## config.mk

```make
export PLATFORM = sky130hd
export DESIGN_NAME = button_press_classifier
export DESIGN_NICKNAME = d
export VERILOG_FILES = /design/src/rtl/bpc_pkg.sv /design/src/rtl/bpc_core.sv /design/src/rtl/button_press_classifier.sv
export SDC_FILE = /design/constraint.sdc
export NUM_CORES = 1
export LEC_CHECK = 0
export ABC_AREA = 1
export BUFFER_PORTS_ARGS = -buffer_cell sky130_fd_sc_hd__buf_2
export CELL_PAD_IN_SITES_DETAIL_PLACEMENT = 0
export CELL_PAD_IN_SITES_GLOBAL_PLACEMENT = 1
export CORE_MARGIN = 2
export CORE_UTILIZATION = 50
export CTS_CLUSTER_SIZE = 8
export DETAILED_ROUTE_END_ITERATION = 12
export HOLD_SLACK_MARGIN = 0.06
export PLACE_DENSITY_LB_ADDON = 0.1
export SETUP_SLACK_MARGIN = 0.15
export SLEW_MARGIN = 20
export SYNTH_ARGS = -nofsm -noshare
export SYNTH_HDL_FRONTEND = slang
export SYNTH_SLANG_ARGS = --single-unit
```

## constraint.sdc

```tcl
create_clock -name clk_i -period 11.7 [get_ports clk_i]
set_input_delay 1.755 -clock clk_i [delete_from_list [all_inputs] [get_ports clk_i]]
set_output_delay 1.755 -clock clk_i [all_outputs]
set_load 0.01 [all_outputs]
```

## src/rtl/bpc_pkg.sv

```systemverilog
// Package for the button press classifier: sizes, reset values, codes and
// the transaction types passed between the top level and the core.
// No dependencies.
package bpc_pkg;

  localparam int unsigned BUTTONS   = 3;
  localparam int unsigned BTN_IDX_W = 2;
  localparam int unsigned PIN_W     = 3;
  localparam int unsigned TIME_W    = 32;
  localparam int unsigned CNT_W     = 16;
  localparam int unsigned DEB_W     = 8;
  localparam int unsigned CFG_AW    = 2;
  localparam int unsigned CFG_DW    = 16;
  localparam int unsigned S_DATA_W  = 8;
  localparam int unsigned M_DATA_W  = 8;

  localparam logic [DEB_W-1:0] DEBOUNCE_RST = 8'd10;
  localparam logic [CNT_W-1:0] LONG_RST     = 16'd1500;
  localparam logic [CNT_W-1:0] BLOCK_RST    = 16'd2000;

  typedef enum logic [CFG_AW-1:0] {
    REG_DEBOUNCE = 2'd0,
    REG_LONG     = 2'd1,
    REG_BLOCK    = 2'd2,
    REG_ENABLED  = 2'd3
  } cfg_reg_e;

  typedef enum logic {
    ACT_TICK   = 1'b0,
    ACT_CHANGE = 1'b1
  } act_e;

  localparam logic PRESS_LONG  = 1'b0;
  localparam logic PRESS_SHORT = 1'b1;
  localparam logic LVL_PRESSED  = 1'b0;
  localparam logic LVL_RELEASED = 1'b1;

  typedef struct packed {
    act_e                 action;
    logic [BTN_IDX_W-1:0] button_index;
    logic                 level;
    logic [PIN_W-1:0]     pin_levels;
  } item_t;

  typedef struct packed {
    logic [BTN_IDX_W-1:0] press_button;
    logic                 press_type;
    logic                 by_timeout;
  } result_t;

  function automatic logic [CNT_W-1:0] start_value(input logic [CNT_W-1:0] v);
    start_value = (v == '0) ? CNT_W'(1) : v;
  endfunction

endpackage

```

## src/rtl/bpc_core.sv

```systemverilog
// Classifier core: configuration registers, per-button state and the
// combinational update for one tick or level-change transaction.
// Depends on bpc_pkg.
module bpc_core (
  input  logic                          clk_i,
  input  logic                          rst_ni,
  input  logic                          cfg_we_i,
  input  logic [bpc_pkg::CFG_AW-1:0]    cfg_addr_i,
  input  logic [bpc_pkg::CFG_DW-1:0]    cfg_wdata_i,
  input  logic                          item_valid_i,
  input  bpc_pkg::item_t                item_i,
  output logic                          res_valid_o,
  output bpc_pkg::result_t              res_o
);
  import bpc_pkg::*;

  logic [DEB_W-1:0]  debounce_q, debounce_d;
  logic [CNT_W-1:0]  long_q, long_d;
  logic [CNT_W-1:0]  block_cfg_q, block_cfg_d;
  logic              enabled_q, enabled_d;

  logic [TIME_W-1:0] now_q, now_d;
  logic [BUTTONS-1:0] level_q, level_d;
  logic [BUTTONS-1:0] edge_en_q, edge_en_d;
  logic [TIME_W-1:0] last_q [BUTTONS];
  logic [TIME_W-1:0] last_d [BUTTONS];
  logic [CNT_W-1:0]  hold_q [BUTTONS];
  logic [CNT_W-1:0]  hold_d [BUTTONS];
  logic [CNT_W-1:0]  block_q, block_d;

  always_comb begin
    logic                 found;
    logic [BTN_IDX_W-1:0] exp_idx;
    logic [BTN_IDX_W-1:0] b;
    logic [TIME_W-1:0]    held;

    debounce_d  = debounce_q;
    long_d      = long_q;
    block_cfg_d = block_cfg_q;
    enabled_d   = enabled_q;
    now_d       = now_q;
    level_d     = level_q;
    edge_en_d   = edge_en_q;
    last_d      = last_q;
    hold_d      = hold_q;
    block_d     = block_q;
    res_valid_o = 1'b0;
    res_o       = '0;
    found       = 1'b0;
    exp_idx     = '0;
    b           = item_i.button_index;
    held        = '0;

    if (cfg_we_i) begin
      unique case (cfg_reg_e'(cfg_addr_i))
        REG_DEBOUNCE: debounce_d  = cfg_wdata_i[DEB_W-1:0];
        REG_LONG:     long_d      = cfg_wdata_i;
        REG_BLOCK:    block_cfg_d = cfg_wdata_i;
        REG_ENABLED: begin
          enabled_d = cfg_wdata_i[0];
          if (cfg_wdata_i[0]) begin
            edge_en_d = '1;
          end
        end
        default: ;
      endcase
    end else if (item_valid_i) begin
      if (item_i.action == ACT_TICK) begin
        now_d = now_q + TIME_W'(1);
        if (block_q != '0) begin
          block_d = block_q - CNT_W'(1);
          if (block_q == CNT_W'(1)) begin
            edge_en_d = '1;
          end
        end
        for (int i = 0; i < BUTTONS; i++) begin
          if (hold_q[i] > CNT_W'(1)) begin
            hold_d[i] = hold_q[i] - CNT_W'(1);
          end else if (hold_q[i] == CNT_W'(1) && !found) begin
            hold_d[i] = '0;
            found     = 1'b1;
            exp_idx   = BTN_IDX_W'(i);
          end
        end
        if (found && item_i.pin_levels[exp_idx] == LVL_PRESSED) begin
          edge_en_d[exp_idx]    = 1'b0;
          level_d[exp_idx]      = LVL_RELEASED;
          block_d               = start_value(block_cfg_q);
          res_valid_o           = 1'b1;
          res_o.press_button    = exp_idx;
          res_o.press_type      = PRESS_LONG;
          res_o.by_timeout      = 1'b1;
        end
      end else if (b < BTN_IDX_W'(BUTTONS)) begin
        if (enabled_q && edge_en_q[b] && item_i.level != level_q[b]) begin
          held = now_q - last_q[b];
          last_d[b] = now_q;
          if (held >= TIME_W'(debounce_q)) begin
            for (int j = 0; j < BUTTONS; j++) begin
              if (BTN_IDX_W'(j) != b) begin
                edge_en_d[j] = 1'b0;
              end
            end
            if (item_i.level == LVL_PRESSED) begin
              level_d[b] = LVL_PRESSED;
              hold_d[b]  = start_value(long_q);
            end else begin
              edge_en_d[b]       = 1'b0;
              level_d[b]         = LVL_RELEASED;
              hold_d[b]          = '0;
              block_d            = start_value(block_cfg_q);
              res_valid_o        = 1'b1;
              res_o.press_button = b;
              res_o.press_type   = (held > TIME_W'(long_q)) ? PRESS_LONG : PRESS_SHORT;
              res_o.by_timeout   = 1'b0;
            end
          end
        end
      end
    end
  end

  always_ff @(posedge clk_i or negedge rst_ni) begin
    if (!rst_ni) begin
      debounce_q  <= DEBOUNCE_RST;
      long_q      <= LONG_RST;
      block_cfg_q <= BLOCK_RST;
      enabled_q   <= 1'b0;
      now_q       <= '0;
      level_q     <= '1;
      edge_en_q   <= '1;
      block_q     <= '0;
      for (int i = 0; i < BUTTONS; i++) begin
        last_q[i] <= '0;
        hold_q[i] <= '0;
      end
    end else begin
      debounce_q  <= debounce_d;
      long_q      <= long_d;
      block_cfg_q <= block_cfg_d;
      enabled_q   <= enabled_d;
      now_q       <= now_d;
      level_q     <= level_d;
      edge_en_q   <= edge_en_d;
      block_q     <= block_d;
      last_q      <= last_d;
      hold_q      <= hold_d;
    end
  end

endmodule

```

## src/rtl/button_press_classifier.sv

```systemverilog
// Top level of the button press classifier: input register, core and
// output register with stream handshakes. Depends on bpc_pkg and bpc_core.
//
// Usage: the slave stream carries one transaction per 1 ms tick or per
// sampled level change. tuser selects the kind (0 tick, 1 level change);
// tdata carries the button index, the new level and the raw pin levels.
// The master stream carries one transaction for every reported press.
// Configuration is written through a plain write port; the user must do so
// only while the block is idle, as the block itself does not enforce it.
// Writing 1 to the enable register also unmasks every button. An accepted
// transaction sits in the input register while the core updates its state,
// and any result is then loaded into the output register, from which the
// receiver takes it. One transaction is accepted every cycle unless the
// receiver stalls the output; the core updates its state combinationally.
// Reset clears all counters, marks every button released and unmasked, and
// loads the default timing values with edge acceptance off.
// When the receiver stalls, the result stays in the output register and the
// input register holds one further transaction; then tready drops.
module button_press_classifier (
  input  logic                                clk_i,
  input  logic                                rst_ni,
  input  logic                                s_axis_tvalid,
  output logic                                s_axis_tready,
  // Bits from lowest: button_index[1:0], level[2], pin_levels[5:3], rest unused.
  input  logic [bpc_pkg::S_DATA_W-1:0]        s_axis_tdata,
  // Bit 0: action (0 tick, 1 level change).
  input  logic                                s_axis_tuser,
  output logic                                m_axis_tvalid,
  input  logic                                m_axis_tready,
  // Bits from lowest: press_button[1:0], press_type[2], by_timeout[3], zero.
  output logic [bpc_pkg::M_DATA_W-1:0]        m_axis_tdata,
  input  logic                                cfg_we_i,
  input  logic [bpc_pkg::CFG_AW-1:0]          cfg_addr_i,
  input  logic [bpc_pkg::CFG_DW-1:0]          cfg_wdata_i
);
  import bpc_pkg::*;

  logic    stage_valid_q;
  item_t   stage_q, stage_d;
  logic    out_valid_q;
  result_t out_q;
  logic    proc;
  logic    core_res_valid;
  result_t core_res;

  assign proc          = stage_valid_q && (!out_valid_q || m_axis_tready);
  assign s_axis_tready = !stage_valid_q || proc;

  always_comb begin
    stage_d.action       = act_e'(s_axis_tuser);
    stage_d.button_index = s_axis_tdata[BTN_IDX_W-1:0];
    stage_d.level        = s_axis_tdata[BTN_IDX_W];
    stage_d.pin_levels   = s_axis_tdata[BTN_IDX_W+PIN_W:BTN_IDX_W+1];
  end

  bpc_core u_core (
    .clk_i        (clk_i),
    .rst_ni       (rst_ni),
    .cfg_we_i     (cfg_we_i),
    .cfg_addr_i   (cfg_addr_i),
    .cfg_wdata_i  (cfg_wdata_i),
    .item_valid_i (proc),
    .item_i       (stage_q),
    .res_valid_o  (core_res_valid),
    .res_o        (core_res)
  );

  always_ff @(posedge clk_i or negedge rst_ni) begin
    if (!rst_ni) begin
      stage_valid_q <= 1'b0;
      out_valid_q   <= 1'b0;
    end else begin
      if (s_axis_tready) begin
        stage_valid_q <= s_axis_tvalid;
      end
      if (proc && core_res_valid) begin
        out_valid_q <= 1'b1;
      end else if (m_axis_tready) begin
        out_valid_q <= 1'b0;
      end
    end
  end

  always_ff @(posedge clk_i) begin
    if (s_axis_tready && s_axis_tvalid) begin
      stage_q <= stage_d;
    end
    if (proc && core_res_valid) begin
      out_q <= core_res;
    end
  end

  assign m_axis_tvalid = out_valid_q;
  assign m_axis_tdata  = {{(M_DATA_W - BTN_IDX_W - 2){1'b0}},
                          out_q.by_timeout, out_q.press_type, out_q.press_button};

endmodule

```

==> results.md, run 1 <==
* Req. time, crit path at between 10 and 15 ns
* Antenna cell count at 0
* Clk sinks at 252
* Gr usage total at 0.270
* Routed vias at between 10,000 and 15,000
* Reg2Reg Depth at 26
* Storage cell area at 6390 µm²
* Crit path kind: flip-flop to flip-flop
* DR WL/cell at 16.5 µm
* CTS H-tree depth at 2
* CTS resizes at 0
* Setup crit end kind: flip-flop
* Leak at just over 9 nW
* Fillers at ~3,200
* CTS tree: done
* Skew final at 0.0240 ns
* R2R Setup Slk at ~6.5 ns
* Netlist Area Pre-Place at 16,400 µm²
* Setup total negative slack at 0 ns
* Buffers on Ports at 35
* Final net count at between 2,000 and 2,500
* Initial antenna violation count at 0
* Hold path start: u_core.now_q[31]
* Non-Filler Instances at around 2,700
* YS warnings at 0
* Slew margin rel. at 0.337
* Footprint of the multi-input gates at roughly 8500 µm²
* Initial DRC Count at around 900
* Run status: finished clean
* Starting density of the core at 0.507
* DIE AREA at 34,400 µm²
* Post-synthesis cell type count at 57
* Commonest non-fill, non-tap cell in the layout: nand2_1
* Sw frac at 0.393
* Post-synth ARST share at 0.956
* Vias in the first global route at 14,182
* Cells after DPL at around 2,700
* Sequential share of the synthesized area at 0.388
* Clk pwr share at 0.279
* Core area at approximately 32,000 µm²
* Post-Syn Instances at between 2,000 and 2,500
* I/O Pins at 42
* DRT Wirelength at roughly 45 mm
* CTS Buffer Depth at 3
* Vias/cell at approximately 5.4
* Worst hold path class: flip-flop to flip-flop
* Fmax at a little under 200 MHz
* CP Max Fanout at 51
* Hold Path Stages at 1
* RSZ-0062 raised after global routing: no
* Period utilization at 0.442
* Die height at around 190 µm
* Reg power frac at 0.350
* CTS buffer count at 37
* Power density cells at 196 nW/µm²
* Clk_lat worst skew at 0.53 ns
* HPWL Detailed at about 31 mm
* Worst Tran Pin Value at 0.991 ns
* Synth-to-Final Area Change at 9.25%
* RR Startpoint: stage_q[5]
* CTS clk-pin slew, worst paths at approximately 0.050 ns
* Max VDD drop at ~0.00014 V
* Grt ovf at 0
* GPL Wtd Cong at around 0.9
* P_int at 0.00214 W
* Post-CTS Setup Inserts at 0
* Reg-to-Reg End: u_core.block_q[2]
* Gate power share at 0.371
* Cts hold-fix bufs at 0
* Syn Area/Cell at roughly 7.3 µm²
* Worst hold path endpoint: u_core.now_q[31]
* CP startpoint kind: flip-flop
* Slew Limit Fails at 0
* DRT Pass-1 Iters at 5
* DRC at 0
* First-pass GRT wire length at roughly 73 mm
* Final hold vios at 0
* Top_reg_cell synth: dfrtp_1
* Commonest non-fill, non-tap cells in the layout: 684 x nand2_1, 309 x inv_1, 220 x dfrtp_1
* Number of routed nets with antenna violations at 0
* Switching power at approximately 0.0014 W
* Setup-failing EPs final at 0
* Rows at 66
* Tmin final at ~5.2 ns
* Root buffer cell: clkbuf_16
* Die width at 185 µm
* Critical path arrival at around 5.6 ns
* Share of cells above drive strength 1 at 0.0730
* Post-synth EDFFs at 11
* Post-synthesis register bit count at 252
* Max-cap violations at 0
* Worst hold slack at around 0.47 ns
* Largest net degree at the start of global routing at ~110
worst max path at each step:
stage	from	to	slack [ns]	cells after the start
final	stage_q[5]	u_core.block_q[2]	6.53	26
after detailed placement	stage_q[5]	u_core.block_q[6]	6.50	26
after floorplan	m_axis_tready	s_axis_tready	7.72	3
after CTS	stage_q[5]	u_core.block_q[6]	6.49	26
after global placement	stage_q[5]	u_core.block_q[1]	6.67	26
after global routing	stage_q[5]	u_core.block_q[2]	6.01	26
cell usage after synthesis (4+ instances only):
library cell	count	area, µm²
buf_1	5	18.8
edfxtp_1	11	330
nor3_2	4	40.0
inv_2	6	22.5
a22o_1	29	254
ha_1	66	826
nand4_1	64	400
buf_6	4	45.0
o31ai_1	5	37.5
buf_4	12	90.1
nand3_1	80	400
nor2_1	117	439
clkbuf_1	51	191
nor3_1	30	150
nor4_1	16	100
o21ai_0	216	1080
buf_2	4	20.0
nand3_2	10	100
xnor2_1	14	123
a21oi_1	67	335
inv_1	309	1160
a22oi_1	8	60.1
o22ai_1	34	213
o21ai_1	24	120
nor2_2	14	87.6
xor2_1	80	701
dfrtp_1	220	5510
nand2_1	684	2570
nand2_2	10	62.6
dfstp_2	21	552
power groups by stage:
stage          clock network, W  registers [W]  logic, W
4_1_cts                 0.00101        0.00123   0.00130
5_1_grt                 0.00104        0.00126   0.00151
3_3_place_gp                  0        0.00124   0.00126
6_report               0.000986        0.00123   0.00131
2_1_floorplan                 0        0.00120   0.00102
3_5_place_dp                  0        0.00124   0.00129
critical path, stage by stage, from the launching register on:
cell and delay [ns]:
edfxtp_1 0.53, inv_1 0.16, nor2_4 0.50, a22o_1 0.24, a21oi_1 0.04, ha_1 0.40
nand2_1 0.13, nor2_1 0.16, nand2_1 0.09, nand3_2 0.10, xor2_1 0.33, ha_1 0.31
nand2_1 0.08, inv_1 0.06, nand3_1 0.06, nor3_1 0.07, nor2_1 0.10, nand3_1 0.10
nor2_1 0.13, nand3_1 0.08, nor2_1 0.14, nand3_2 0.13, nand2_4 0.10, nand2_8 0.24
nand2_2 0.56, nand2_1 0.10, o21ai_1 0.10
area by class of cell:
class                      instances  share of cell area
multi-input combinational       1617               0.475
sequential                       252               0.356
inverter                         317              0.0662
clock buffer                      53              0.0572
tap                              442              0.0308
timing repair buffer              46              0.0149
clock inverter                     2            0.000766
metal layers:
layer / GRT usage / share of wire / vias up
li1: - / - / 7339
met1: 0.349 / 0.45 / 6855
met2: 0.460 / 0.47 / 341
met3: 0.0344 / 0.041 / 92
met4: 0.105 / 0.038 / 0
met5: 0 / 0 / -
stage by stage:
stage / total power [W] / util / instance area [µm²] / setup WS, ns
after global routing: 0.00381 / 0.554 / 18000 / 6.01
after floorplan: 0.00221 / - / 16500 / 7.72
after detailed placement: 0.00253 / 0.521 / 16900 / 6.50
final: 0.00353 / 0.554 / 18000 / 6.53
after global placement: 0.00250 / 0.521 / 16900 / 6.67
after CTS: 0.00354 / 0.554 / 18000 / 6.49
cell families after synthesis:
group / count (synthesis) / synth area share
AOI/OAI and AO/OA: 402 / 0.137
xor gates and xnor gates: 95 / 0.0511
adders and majority gates: 67 / 0.0514
buffers and inverters: 393 / 0.0946
DFF: 252 / 0.388
other: 1 / 0.000228
and+or+nand+nor: 1049 / 0.277
state kept, by name (all words and copies together) (netlist names), 3 cells and up, named ones only:
signal / count
u_core.block_cfg_q: 16
u_core.last_q: 96
u_core.block_q: 16
u_core.debounce_q: 8
m_axis_tdata: 4
stage_q: 7
u_core.now_q: 32
u_core.edge_en_q: 3
u_core.long_q: 16
u_core.hold_q: 48
Note: power is estimated with default switching activity, not from simulation.
==> run 2: changes to the inputs <==
- CORE_UTILIZATION: 50 -> 43
- clock period: 11.7 -> 4.3 ns (I/O delays scaled with it)
==> results.md, run 2 (synthesized netlist as in run 1, its figures left out) <==
* Run status: finished clean (unchanged)
* Routed vias at 15,080 (was 14,627)
* CP startpoint kind: flip-flop (unchanged)
* First-pass GRT wire length at 77.1 mm (was 73.3 mm)
* Tmin final at 4.06 ns (was 5.17 ns)
* Share of cells above drive strength 1 at 0.161 (was 0.0730)
* Most common cell on crit path: nand2_2
* Final net count at 2,461 (was 2,370)
* CTS buffer count at 37 (unchanged)
* Leak at 9.71 nW (was 9.06 nW)
* Slew margin rel. at 0.350 (was 0.337)
* Worst hold slack at 0.191 ns (was 0.467 ns)
* Cells after DPL at 2,787 (was 2,674)
* CTS Buffer Depth at 3 (unchanged)
* Skew final at 0.0167 ns (was 0.0240 ns)
* Die height at 200 µm (was 185 µm)
* Setup-failing EPs final at 0 (unchanged)
* Largest net degree at the start of global routing at 118 (was 108)
* Root buffer cell: clkbuf_16 (unchanged)
* Grt ovf at 0 (unchanged)
* Starting density of the core at 0.437 (was 0.507)
* Reg2Reg Depth at 29 (was 26)
* Final hold vios at 0 (unchanged)
* Antenna cell count at 0 (unchanged)
* Commonest non-fill, non-tap cells in the layout: 645 x nand2_1, 303 x inv_1, 220 x dfrtp_1 (was 684 x nand2_1, 309 x inv_1, 220 x dfrtp_1)
* HPWL Detailed at 33.8 mm (was 31.4 mm)
* Rows at 71 (was 66)
* Worst setup endpoint: u_core.hold_q[7] (was u_core.block_q[2])
* Largest Register: u_core.last_q (unchanged)
* Fmax at 246 MHz (was 194 MHz)
* Clk sinks at 252 (unchanged)
* Largest delay contributor family on the critical path: simple AND/OR/NAND/NOR gates (unchanged)
* GPL Wtd Cong at 0.896 (was 0.899)
* Initial antenna violation count at 0 (unchanged)
* DRT Wirelength at 49.1 mm (was 45.0 mm)
* Footprint of the multi-input gates at 9220 µm² (was 8530 µm²)
* Max VDD drop at 0.000287 V (was 0.000143 V)
* Core area at 37,700 µm² (was 32,500 µm²)
* Gr usage total at 0.249 (was 0.270)
* Non-Filler Instances at 2,890 (was 2,729)
* Top Registers: u_core.last_q: 96 flops, u_core.hold_q: 48 flops, u_core.now_q: 32 flops (unchanged)
* Setup crit end kind: flip-flop (unchanged)
* Vias/cell at 5.22 (was 5.36)
* Vias in the first global route at 14,381 (was 14,182)
* Cts hold-fix bufs at 0 (unchanged)
* Synth-to-Final Area Change at 19.8% (was 9.25%)
* WP depth at 29 (was 26)
* Worst hold path class: input pin to asynchronous set/reset pin (was flip-flop to flip-flop)
* Critical path arrival at 4.48 ns (was 5.60 ns)
* DR WL/cell at 17.0 µm (was 16.5 µm)
* Storage cell area at 6390 µm² (unchanged)
* Req. time, crit path at 4.72 ns (was 12.13 ns)
* R2R Setup Slk at 0.24 ns (was 6.53 ns)
* Max reg flops at 96 (unchanged)
* DRC at 0 (unchanged)
* RSZ-0062 raised after global routing: yes (was no)
* Fillers at 3,747 (was 3,197)
* Period utilization at 0.945 (was 0.442)
* CTS clk-pin slew, worst paths at 0.05 ns (about the same)
* Clk_lat worst skew at 0.55 ns (was 0.53 ns)
* Power density cells at 531 nW/µm² (was 196 nW/µm²)
* Slowest CP cell: edfxtp_1 (was nand2_2)
* Bufs and invs on worst path at 5 (was 2)
* Critical Path Start: stage_q[5] (unchanged)
* Commonest non-fill, non-tap cell in the layout: nand2_1 (unchanged)
* Reg-to-Reg End: u_core.hold_q[7] (was u_core.block_q[2])
* Largest stage delay on the critical path at 0.38 ns (was 0.56 ns)
* Crit path kind: flip-flop to flip-flop (unchanged)
* Initial DRC Count at 915 (was 921)
* Die width at 200 µm (was 185 µm)
* DRT Pass-1 Iters at 5 (unchanged)
* CTS H-tree depth at 2 (unchanged)
* Slew Limit Fails at 0 (unchanged)
* DIE AREA at 39,800 µm² (was 34,400 µm²)
* I/O Pins at 42 (unchanged)
* Max-cap violations at 0 (unchanged)
* Buffers on Ports at 35 (unchanged)
* RR Startpoint: stage_q[5] (unchanged)
* Number of routed nets with antenna violations at 0 (unchanged)
* Worst Tran Pin Value at 0.972 ns (was 0.991 ns)
* CP Max Fanout at 8 (was 51)
* CTS tree: done (unchanged)
## run 2: cell count changes in the layout (fill, tap and decap cells not counted), moves of 7 or more
cell     previous run  this run
a21oi_1            67        46
a21oi_2             1        22
buf_12              0        12
buf_4              11        69
buf_6               0         8
ha_1               66        46
ha_2                0         8
ha_4                0        12
nand2_1           684       645
nand2_2            10        44
nor2_1            116       108
o21ai_2             0         7
xor2_1             80        73
## run 2: worst min-delay path by stage
stage / to / slack [ns]
4_1_cts: u_core.block_q[14] / 0.23
3_3_place_gp: flip-flop / 0.45
3_5_place_dp: u_core.edge_en_q[1] / 0.46
2_1_floorplan: m_axis_tvalid / 0.35
5_1_grt: u_core.block_q[12] / 0.26
6_report: u_core.block_q[14] / 0.19
## run 2: routing by layer
layer / global-route usage / share of wire / vias to the layer above
li1: - / - / 7550
met1: 0.323 / 0.45 / 7101
met2: 0.419 / 0.48 / 333
met3: 0.0316 / 0.041 / 96
met4: 0.107 / 0.038 / 0
met5: 0 / 0 / -
## run 2: timing repair
action	CTS	global route
gates cloned	5	6
buffers inserted	18	18
endpoints found under the hold margin	0	0
gates resized for setup	41	125
endpoints found under the setup margin	74	77
pin swaps	28	42
## run 2: final cells by class
type / instances / area share
Multi-Input combinational cell: 1622 / 0.468
Sequential cell: 252 / 0.324
Timing Repair Buffer: 132 / 0.0614
Inverter: 317 / 0.0607
Clock buffer: 55 / 0.0531
Tap cell: 511 / 0.0325
Clock inverter: 1 / 0.000445
## run 2: power by group
group          switching (W)  total (W)  internal (W)
clock network        0.00106    0.00271       0.00165
logic                0.00255    0.00437       0.00182
registers           0.000498    0.00339       0.00289
## run 2: stage by stage
step	total power, W	instance area (µm²)	utilization	TNS [ns]	setup slack (ns)
2_1_floorplan	0.00602	16500	-	0	0.369
3_3_place_gp	0.00705	17400	0.462	-0.329	-0.0270
3_5_place_dp	0.00713	17400	0.462	-2.12	-0.111
4_1_cts	0.0102	18900	0.501	0	0.153
5_1_grt	0.0113	19700	0.523	0	0.0203
6_report	0.0105	19700	0.523	0	0.238
